===== src/design/mtfs_pkg.sv =====
// Package for the move-to-front key set: default sizes, request codes,
// controller states and the control word broadcast to the slot cells.
// No dependencies.
package mtfs_pkg;

    // Default sizes for the top-level parameters
    localparam int DEPTH_DEF     = 16;
    localparam int KEY_WIDTH_DEF = 32;

    // Fixed widths of the channel fields
    localparam int KEY_PORT_W = 32;
    localparam int OCC_W      = 5;

    // Request codes; the fourth code is ignored
    localparam logic [1:0] REQ_LOOKUP = 2'd0;
    localparam logic [1:0] REQ_ADD    = 2'd1;
    localparam logic [1:0] REQ_REMOVE = 2'd2;

    // Controller states
    typedef enum logic {
        ST_IDLE,
        ST_UPD
    } t_state;

    // What every cell does in the update cycle
    typedef enum logic [1:0] {
        MODE_NONE,     // hold
        MODE_MTF,      // move a held key to the front
        MODE_INSERT,   // push a new key in at the front
        MODE_REMOVE    // close the gap behind a removed key
    } t_cell_mode;

    // Control word shared by all cells
    typedef struct packed {
        logic       cmp;   // compare the incoming key this cycle
        logic       upd;   // apply the shift this cycle
        t_cell_mode mode;
    } t_cell_ctl;

endpackage


===== src/design/mtfs_cell.sv =====
// One slot of the move-to-front chain: holds a key, compares it against
// the request key and takes its neighbor's key on a shift. Uses mtfs_pkg.
module mtfs_cell
    import mtfs_pkg::*;
#(
    parameter int IDX = 0,
    parameter int KW  = 32,
    parameter int CW  = 5
) (
    input  logic          i_clk,
    input  logic          i_rst_n,
    input  t_cell_ctl     i_ctl,
    input  logic [CW-1:0] i_count,
    input  logic [KW-1:0] i_cmp_key,
    input  logic [KW-1:0] i_prev_key,
    input  logic [KW-1:0] i_next_key,
    input  logic          i_hi_seen,
    input  logic          i_lo_seen,
    output logic [KW-1:0] o_key,
    output logic          o_hi_seen,
    output logic          o_lo_seen
);

    logic [KW-1:0] r_key;
    logic          r_hit;
    logic          w_in_use;
    logic          w_le_count;

    // Slot holds a key while its index is below the count
    assign w_in_use   = (i_count > CW'(IDX));
    assign w_le_count = (CW'(IDX) <= i_count);

    // Pass hit flags down both directions of the chain
    assign o_hi_seen = i_hi_seen | r_hit;
    assign o_lo_seen = i_lo_seen | r_hit;
    assign o_key     = r_key;

    // Capture the compare result on the request beat
    always_ff @(posedge i_clk) begin
        if (!i_rst_n) begin
            r_hit <= 1'b0;
        end else if (i_ctl.cmp) begin
            r_hit <= w_in_use && (r_key == i_cmp_key);
        end
    end

    // Shift the key toward or away from the front
    always_ff @(posedge i_clk) begin
        if (i_ctl.upd) begin
            unique case (i_ctl.mode)
                MODE_NONE: begin
                    r_key <= r_key;
                end
                MODE_MTF: begin
                    if (o_hi_seen) r_key <= i_prev_key;
                end
                MODE_INSERT: begin
                    if (w_le_count) r_key <= i_prev_key;
                end
                MODE_REMOVE: begin
                    if (o_lo_seen) r_key <= i_next_key;
                end
            endcase
        end
    end

endmodule


===== src/design/move_to_front_set.sv =====
// Top level of the move-to-front key set: controller, chain of slot cells
// and result register. Uses mtfs_pkg and mtfs_cell.
//
// Usage:
//   Request channel: i_valid / o_stall carry i_req_type (lookup, add,
//   remove) and i_key. A beat is taken when i_valid is high and o_stall low.
//   Result channel: o_valid / i_stall carry o_found, o_full_drop and
//   o_occupancy, one result beat per request, in request order.
//   Timing: on the request beat every cell compares its key with i_key and
//   registers a hit; then, in the update state, the hit flags ripple along
//   the chain, each cell takes its neighbor's key or holds, and the result
//   is written to the output register, which drives o_valid. No new request
//   is taken until that update is done.
//   Stall: while the output register holds an untaken result, the update
//   cycle waits and o_stall stays high; nothing is lost.
//   Reset: i_rst_n low at a clock edge empties the set (count zero) and
//   clears the result valid flag. Slot keys are left as they are, since only
//   slots below the count can ever report a hit.
module move_to_front_set
    import mtfs_pkg::*;
#(
    parameter int DEPTH     = DEPTH_DEF,
    parameter int KEY_WIDTH = KEY_WIDTH_DEF
) (
    input  logic                  i_clk,
    input  logic                  i_rst_n,
    input  logic                  i_valid,
    output logic                  o_stall,
    input  logic [1:0]            i_req_type,
    input  logic [KEY_PORT_W-1:0] i_key,
    output logic                  o_valid,
    input  logic                  i_stall,
    output logic                  o_found,
    output logic                  o_full_drop,
    output logic [OCC_W-1:0]      o_occupancy
);

    localparam int KW = (KEY_WIDTH < KEY_PORT_W) ? KEY_WIDTH : KEY_PORT_W;
    localparam int CW = $clog2(DEPTH + 1);

    t_state        r_state, n_state;
    logic [1:0]    r_req;
    logic [KW-1:0] r_key;
    logic [CW-1:0] r_count, n_count;
    logic          r_out_valid;
    logic          r_found, n_found;
    logic          r_drop, n_drop;
    logic [CW-1:0] r_occ;

    t_cell_ctl     w_ctl;
    logic          w_accept;
    logic          w_do_upd;
    logic          w_hit_any;
    logic          w_full;

    logic [KW-1:0] w_key [DEPTH];
    logic          w_hi  [DEPTH+1];
    logic          w_lo  [DEPTH];

    assign w_accept  = i_valid && !o_stall;
    assign w_do_upd  = (r_state == ST_UPD) && (!r_out_valid || !i_stall);
    assign w_full    = (r_count == CW'(DEPTH));
    assign w_hit_any = w_hi[0] | w_lo[DEPTH-1];

    // Next state
    always_comb begin
        n_state = r_state;
        unique case (r_state)
            ST_IDLE: if (w_accept) n_state = ST_UPD;
            ST_UPD:  if (w_do_upd) n_state = ST_IDLE;
        endcase
    end

    // Outputs: cell control, stall and the next result
    always_comb begin
        o_stall    = (r_state != ST_IDLE);
        w_ctl.cmp  = w_accept;
        w_ctl.upd  = w_do_upd;
        w_ctl.mode = MODE_NONE;
        n_count    = r_count;
        n_found    = 1'b0;
        n_drop     = 1'b0;
        unique case (r_req)
            REQ_LOOKUP: begin
                n_found = w_hit_any;
                if (w_hit_any) w_ctl.mode = MODE_MTF;
            end
            REQ_ADD: begin
                n_found = w_hit_any;
                if (w_hit_any) begin
                    w_ctl.mode = MODE_MTF;
                end else if (!w_full) begin
                    w_ctl.mode = MODE_INSERT;
                    n_count    = r_count + 1'b1;
                end else begin
                    n_drop = 1'b1;
                end
            end
            REQ_REMOVE: begin
                n_found = w_hit_any;
                if (w_hit_any) begin
                    w_ctl.mode = MODE_REMOVE;
                    n_count    = r_count - 1'b1;
                end
            end
            default: begin
                n_found = 1'b0;
            end
        endcase
    end

    // Control registers
    always_ff @(posedge i_clk) begin
        if (!i_rst_n) begin
            r_state     <= ST_IDLE;
            r_count     <= '0;
            r_out_valid <= 1'b0;
        end else begin
            r_state <= n_state;
            if (w_do_upd) begin
                r_count     <= n_count;
                r_out_valid <= 1'b1;
            end else if (!i_stall) begin
                r_out_valid <= 1'b0;
            end
        end
    end

    // Request and result payload
    always_ff @(posedge i_clk) begin
        if (w_accept) begin
            r_req <= i_req_type;
            r_key <= i_key[KW-1:0];
        end
        if (w_do_upd) begin
            r_found <= n_found;
            r_drop  <= n_drop;
            r_occ   <= n_count;
        end
    end

    assign o_valid     = r_out_valid;
    assign o_found     = r_found;
    assign o_full_drop = r_drop;
    assign o_occupancy = OCC_W'(r_occ);

    // Chain ends
    assign w_hi[DEPTH] = 1'b0;

    // Slot cells, front first
    for (genvar gi = 0; gi < DEPTH; gi++) begin : g_cell
        logic [KW-1:0] w_prev;
        logic [KW-1:0] w_next;
        logic          w_lo_in;

        if (gi == 0) begin : g_front
            assign w_prev  = r_key;
            assign w_lo_in = 1'b0;
        end else begin : g_mid
            assign w_prev  = w_key[gi-1];
            assign w_lo_in = w_lo[gi-1];
        end

        if (gi == DEPTH - 1) begin : g_back
            assign w_next = '0;
        end else begin : g_inner
            assign w_next = w_key[gi+1];
        end

        mtfs_cell #(
            .IDX (gi),
            .KW  (KW),
            .CW  (CW)
        ) u_cell (
            .i_clk      (i_clk),
            .i_rst_n    (i_rst_n),
            .i_ctl      (w_ctl),
            .i_count    (r_count),
            .i_cmp_key  (i_key[KW-1:0]),
            .i_prev_key (w_prev),
            .i_next_key (w_next),
            .i_hi_seen  (w_hi[gi+1]),
            .i_lo_seen  (w_lo_in),
            .o_key      (w_key[gi]),
            .o_hi_seen  (w_hi[gi]),
            .o_lo_seen  (w_lo[gi])
        );
    end

endmodule


===== config.mk =====
export PLATFORM = sky130hd
export DESIGN_NAME = move_to_front_set
export DESIGN_NICKNAME = d
export VERILOG_FILES = /design/src/design/mtfs_pkg.sv /design/src/design/mtfs_cell.sv /design/src/design/move_to_front_set.sv
export SDC_FILE = /design/constraint.sdc
export NUM_CORES = 1
export LEC_CHECK = 0
export BUFFER_PORTS_ARGS = -buffer_cell sky130_fd_sc_hd__buf_2
export CAP_MARGIN = 25
export CORE_MARGIN = 5
export CORE_UTILIZATION = 30
export CTS_CLUSTER_SIZE = 8
export DETAILED_ROUTE_END_ITERATION = 12
export SYNTH_ARGS = -nofsm -noshare
export SYNTH_HDL_FRONTEND = slang
export SYNTH_SLANG_ARGS = --single-unit
export TNS_END_PERCENT = 10

===== constraint.sdc =====
create_clock -name i_clk -period 10 [get_ports i_clk]
set_clock_uncertainty 0.1 [all_clocks]
set_input_delay 2 -clock i_clk [delete_from_list [all_inputs] [get_ports i_clk]]
set_output_delay 2 -clock i_clk [all_outputs]
set_load 0.05 [all_outputs]

# Word-level counts from Yosys, hierarchy flattened
# Cells that the tools add are included.
word_totals:
  regBits: 576
  input_bits: 38
  out_inout_bits: 9
classes:
  addsub: 2
  n_lt_le_gt_ge: 32
  n_eq_ne: 71
  n_mux: 79
  bitwise_logic: 34
  reduce_logical: 42
op_table:
  columns: ["operator", "count"]
  rows:
  - ["32-bit two-way mux", 48]
  - ["32-bit one-hot mux with 3 select lines", 16]
  - ["32-bit == test", 16]
  - ["2-bit by 1-bit inequality test with 1-bit output, second input constant", 49]
  - ["5-bit AND reduction", 16]
  - ["5-bit by 4-bit greater-than comparator with 1-bit output, second input constant", 8]
  - ["4-bit by 5-bit <= comparator with 1-bit output, first input constant", 8]
  - ["1-bit bitwise OR", 31]
  - ["5-bit by 3-bit greater-than comparator with 1-bit output, second input constant", 4]
  - ["3-bit by 5-bit <= comparator with 1-bit output, first input constant", 4]
  - ["1-bit logical AND", 18]
  - ["5-bit two-way mux", 3]
  - ["5-bit by 1-bit greater-than comparator with 1-bit output, second input constant", 2]
  - ["5-bit by 2-bit greater-than comparator with 1-bit output, second input constant", 2]
  - ["1-bit by 5-bit <= comparator with 1-bit output, first input constant", 2]
  - ["2-bit by 5-bit <= comparator with 1-bit output, first input constant", 2]
  - ["5-bit one-hot mux with 2 select lines", 1]
  - ["2-bit == test, second input constant", 3]
  - ["1-bit two-way mux", 6]
  - ["2-bit two-way mux", 3]
  - ["2-bit one-hot mux with 3 select lines", 1]
  - ["5-bit by 1-bit adder with 5-bit output, second input constant", 1]
  - ["5-bit == test, second input constant", 1]
  - ["5-bit by 1-bit subtractor with 5-bit output, second input constant", 1]
  - ["other kinds (8)", 14]

# Logic depth before layout (Yosys ltp)
logic_depth:
  ltp_word: 21
  depth_mapped: 9
  depth_no_buf: 7

# Cells and area by module
# A second synthesis with hierarchy kept.
hier_totals:
  hier_cells: 2118
  hier_area_um2: 30629.4
modules_own_cells:
  columns: ["module", "instances", "cells_per_inst", "area_per_inst_um2"]
  rows:
  - ["mtfs_cell (g_cell[11].u_cell ...)", 2, 122, 1785.5]
  - ["move_to_front_set", 1, 141, 1996.9]
  - ["mtfs_cell (g_cell[4].u_cell)", 1, 127, 1806.7]
  - ["mtfs_cell (g_cell[8].u_cell)", 1, 123, 1804.2]
  - ["mtfs_cell (g_cell[10].u_cell)", 1, 124, 1800.5]
  - ["mtfs_cell (g_cell[7].u_cell)", 1, 122, 1798.0]
  - ["mtfs_cell (g_cell[2].u_cell)", 1, 125, 1796.7]
  - ["mtfs_cell (g_cell[5].u_cell)", 1, 125, 1791.7]
  - ["mtfs_cell (g_cell[15].u_cell)", 1, 122, 1790.5]
  - ["mtfs_cell (g_cell[12].u_cell)", 1, 126, 1789.2]
  - ["mtfs_cell (g_cell[6].u_cell)", 1, 127, 1789.2]
  - ["mtfs_cell (g_cell[9].u_cell)", 1, 122, 1786.7]
  - ["mtfs_cell (g_cell[14].u_cell)", 1, 125, 1783.0]
  - ["mtfs_cell (g_cell[1].u_cell)", 1, 124, 1780.5]
  - ["2 more rows", null, null, null]

# Worst setup path before layout
# OpenSTA, ideal clock, no wires.
synth_path:
  kind: "input to register"
  startpoint: "input port i_stall"
  endpoint: "register g_cell[5].u_cell.r_key[0] (enable)"
  arrival_time_ns: 5.124
  required_ns: 9.420
  setup_slack_ns: 4.295
  stages: 5
  cell_sequence: "nand2_1 -> nand2_1 -> a211o_1 -> buf_2 -> a311oi_1"
synth_via:
  elab_chain_len: 4
synth_lines:
  columns: ["element", "line", "text"]
  rows:
  - ["from (decl)", "move_to_front_set.sv:32", "input logic i_stall,"]
  - ["1-bit logical NOT", null, null]
  - ["1-bit logical OR", "move_to_front_set.sv:61", "assign w_do_upd = (r_state == ST_UPD) && (!r_out_valid || !i_stall);"]
  - ["1-bit logical AND", "move_to_front_set.sv:61", null]
  - ["5-bit AND reduction (no source line)", null, null]
  - ["to (signal assigned)", "mtfs_cell.sv:55", "if (o_hi_seen) r_key <= i_prev_key;"]
  - ["to (signal assigned)", "mtfs_cell.sv:58", "if (w_le_count) r_key <= i_prev_key;"]
  - ["to (signal assigned)", "mtfs_cell.sv:61", "if (o_lo_seen) r_key <= i_next_key;"]
  - ["to (decl)", "mtfs_cell.sv:24", "logic [KW-1:0] r_key;"]
# No other way between the ends.
# A chain may end at the register's enable or synchronous reset.

# Worst setup path in the final report
layout_path:
  startpoint: "register g_cell[11].u_cell.r_hit"
  endpoint: "register g_cell[2].u_cell.r_key[22] (enable)"
layout_via:
  elab_chain_len: 18
layout_lines:
  columns: ["element", "line", "text"]
  rows:
  - ["from (decl)", "mtfs_cell.sv:25", "logic r_hit;"]
  - ["from (signal assigned)", "mtfs_cell.sv:43", "r_hit <= w_in_use && (r_key == i_cmp_key);"]
  - ["1-bit bitwise OR (12 in a row)", "mtfs_cell.sv:34", "assign o_hi_seen = i_hi_seen | r_hit;"]
  - ["1-bit bitwise OR", "move_to_front_set.sv:63", "assign w_hit_any = w_hi[0] | w_lo[DEPTH-1];"]
  - ["2-bit two-way mux (tied with other cells)", "move_to_front_set.sv:101", "if (w_hit_any) begin"]
  - ["2-bit one-hot mux with 3 select lines", "move_to_front_set.sv:83", "unique case (r_req)"]
  - ["2-bit == test (tied with other cells)", "mtfs_cell.sv:50", "unique case (i_ctl.mode)"]
  - ["2-bit by 1-bit inequality test with 1-bit output (no source line) / 1-bit NOT (equally long branches)", null, null]
  - ["5-bit AND reduction (no source line) *", null, null]
  - ["to (signal assigned)", "mtfs_cell.sv:52", "r_key <= r_key;"]
  - ["to (signal assigned)", "mtfs_cell.sv:55", null]
  - ["to (signal assigned)", "mtfs_cell.sv:58", null]
  - ["to (decl)", "mtfs_cell.sv:24", null]
# Mark *: on every way between the ends. The rest lies on a longest branch, timed or not.

==> flow_metrics.py <==
metrics = {
    "outcome": {
        "run_status": "finished, final reports clean",
    },
    "drt": {
        "avgViaCountPerCell": 5.21,
        "routed_wirelength_mm": 110,
        "antenna_left": 0,
        "routed.top_layer": "met4",
        "drtIter0Drc": 3390,
        "dr_wl_met2_mm": 48.8,
        "wl_met3_mm": 11.5,
        "routedWlPerCell_um": 24.1,
        "dr.pass1.iters": 7,
        "m1WireLength_mm": 45.1,
        "drc": 0,
        "vias": 23800,
    },
    "worst_setup_path": {
        "cp.depth": 8,
        "worstSetupPathType": "flop to flop",
        "cpPeakStageDelay_ns": 0.87,
        "worstPathCellList": "nor3_1, nand4_1, o21ai_4, buf_4, buf_12, o31ai_1, a211oi_4, buf_4",
        "path_delay_family": "simple AND/OR/NAND/NOR gates",
        "path_buf_inv": 3,
        "crit_top_cell": "buf_4",
        "cp.arrival_ns": 5.06,
        "required_ns": 10.15,
        "cp_max_fo": 176,
        "worst-r2r-cell-count": 8,
        "cp_slowest_cell": "nand4_1",
        "critPathLaunchType": "flop",
        "endpoint_kind": "flop",
    },
    "placement": {
        "routabilityCongestion": 0.902,
        "port_buffers": 46,
        "place_inst": 4445,
        "dp_hpwl_mm": 73.3,
        "post_dp_cell_area_um2": 32300,
        "dp_slack_ns": 5.28,
    },
    "layout": {
        "layout-drive-gt1-share_pct": 6.43,
        "area_growth_pct": 13.3,
        "final_util_pct": 34.2,
        "multiInputGateArea_um2": 12900,
        "instances_no_fill": 4573,
        "n_antenna_cell": 0,
        "final_net_count": 3210,
        "fin_area_um2": 34700,
        "fill_cells": 10400,
        "ff_latch_area_um2": 17100,
    },
    "power_and_ir_drop": {
        "p_leak_nw": 12.6,
        "ir_worst_vdd_v": 0.000115,
        "switchingPower_mw": 1.36,
        "p_clk_share_pct": 46.4,
        "p_comb_share_pct": 6.1,
        "p_int_mw": 4.33,
        "p_seq_share_pct": 47.5,
        "swShare_pct": 23.9,
        "power_mw": 5.69,
        "powerDensity_nw_per_um2": 164,
    },
    "logic_synthesis": {
        "yosys_warnings": 0,
        "ys_seq_area_share_pct": 55.7,
        "synth_nets": 3241,
        "synth_ff_type": "edfxtp_1",
        "synth.distinct_cells": 61,
        "avgSynthCellArea_um2": 9.60,
        "synth_top_area_share_pct": 54.2,
        "synthesis.area_um2": 30700,
        "async_flop_share_pct": 0,
        "ys_ff_latch": 576,
        "synth_most_common_cell": "nand2_1",
        "netlist_top_cells_count": "nand2_1 (1479), edfxtp_1 (553), xnor2_1 (473)",
        "yosys.area.top_type": "edfxtp_1",
        "netlist_instances": 3193,
        "synth-edff-count": 553,
        "yosys-top-cells-area": "edfxtp_1 (54%), nand2_1 (18%), xnor2_1 (14%), nand4_1 (2.4%), clkbuf_1 (1.6%)",
    },
    "timing": {
        "finalCriticalPeriod_ns": 4.91,
        "setup_ws_ns": 5.09,
        "max-slew-margin-rel_pct": 27.0,
        "hold_slack_ns": 0.386,
        "worstMarginPinSlew_ns": 1.09,
        "finalHoldViolations": 0,
        "fin_tns_setup_ns": 0,
        "rsz0062_at_grt": "no",
        "post-route-period-util_pct": 49.1,
        "setup_viol": 0,
        "fmaxAchievable_mhz": 204,
        "slew_violations": 0,
    },
    "cts": {
        "cts_max_level": 3,
        "insertion_delay_ns": 0.63,
        "numCtsBuffers": 82,
        "cts_tree": "yes",
        "cts.repair.resized": 0,
        "cts_buffer_depth": 3,
        "clock-sinks": 576,
        "cts_hold_buf": 0,
        "postCtsSetupBuffers": 0,
        "clock-root-buffer": "clkbuf_16",
        "clkTransAtPathRegs_ns": 0.05,
    },
    "floorplan": {
        "die_h_um": 330,
        "dieArea_um2": 109000,
        "fp.coreArea_um2": 102000,
        "rows": 117,
        "io_pins": 47,
        "die-width_um": 330,
        "start_util_pct": 30.2,
    },
    "global_route": {
        "grt_use_total_pct": 19.7,
        "grt_pass1_wl_mm": 158,
        "grt_max_degree": 213,
        "grt_remaining_overflow": 0,
        "grt_pass1_vias": 22900,
        "antenna_found_initial": 2,
    },
    "hold_path": {
        "min_path_cells": 2,
        "hold_class": "flop to flop",
    },
    "job": {
        "drv_cap": 0,
    },
}
[power by group through the flow]
| stage | Sequential [mW] | Clock [mW] | Combinational, mW |
|---|---|---|---|
| after detailed placement | 2.75 | 0 | 0.336 |
| after global placement | 2.75 | 0 | 0.331 |
| after floorplan | 2.74 | 0 | 0.207 |
| final | 2.70 | 2.64 | 0.346 |
| after CTS | 2.70 | 2.66 | 0.338 |
| after global routing | 2.70 | 2.76 | 0.361 |
[final cells by class]
type | count | share of cell area [%]
repair buffers | 83 | 1.72
well taps | 1368 | 4.93
inverters | 16 | 0.173
clock buffers | 119 | 6.37
multi-input cells | 2403 | 37.2
flip-flops and latches | 576 | 49.1
clock inverters | 8 | 0.447
[cells by family (layout without fill, tap and decap cells)]
kind of cell | count (synthesis) | after routing | share of synthesized area [%]
flops | 576 | 576 | 55.7
simple gates | 1773 | 1773 | 23.9
buf+inv | 214 | 226 | 2.95
xor+xnor | 512 | 512 | 14.6
mux | 2 | 2 | 0.0694
fa+ha+maj | 10 | 10 | 0.408
compound gates | 106 | 106 | 2.37
[registers in the layout (all words and copies together) (netlist names), 2 cells and up]
signal and flops:
g_cell.u_cell.r_hit 16, g_cell.u_cell.o_key 512, o_occupancy 5, r_req 2, g_cell.w_prev 32, r_count 5
[cells in the final DEF, fill, tap and decap left out, drive strengths merged, types with 3 or more instances in the layout]
cell	n
or3	8
o32ai	5
o22ai	4
and4	3
or2	4
nor3	34
xor2	39
nand2	1479
and2	36
o31ai	8
nor4	29
nand3	28
nor2	23
a221oi	4
xnor2	473
clkbuf	119
or4	3
inv	18
a21oi	32
buf	83
dfxtp	23
a211oi	10
clkinv	5
edfxtp	553
a31oi	5
o21ai	15
nand4	116
a2111oi	5
ha	10
[worst reg2reg max path: stages, from the launching register on]
cell	delay (ns)
dfxtp_1	0.35
nor3_1	0.65
nand4_1	0.87
o21ai_4	0.38
buf_4	0.46
buf_12	0.58
o31ai_1	0.40
a211oi_4	0.29
buf_4	0.45
[metal layers]
| layer | vias up | global-route usage [%] |
|---|---|---|
| li1 | 10500 | - |
| met1 | 11700 | 27.3 |
| met2 | 1363 | 30.3 |
| met3 | 262 | 4.11 |
| met4 | 0 | 7.67 |
| met5 | - | 0 |
[path summary, 6_finish.rpt]
path | from | end | slack, ns
worst max register to register | g_cell[11].u_cell.r_hit | g_cell[2].u_cell.o_key[22] | 5.09
worst max-delay path | g_cell[11].u_cell.r_hit | g_cell[2].u_cell.o_key[22] | 5.09
worst min register to register | g_cell[10].u_cell.r_hit | g_cell[10].u_cell.r_hit | 0.39
worst min-delay path | g_cell[10].u_cell.r_hit | g_cell[10].u_cell.r_hit | 0.39
Power figures use the tool's default switching activity.
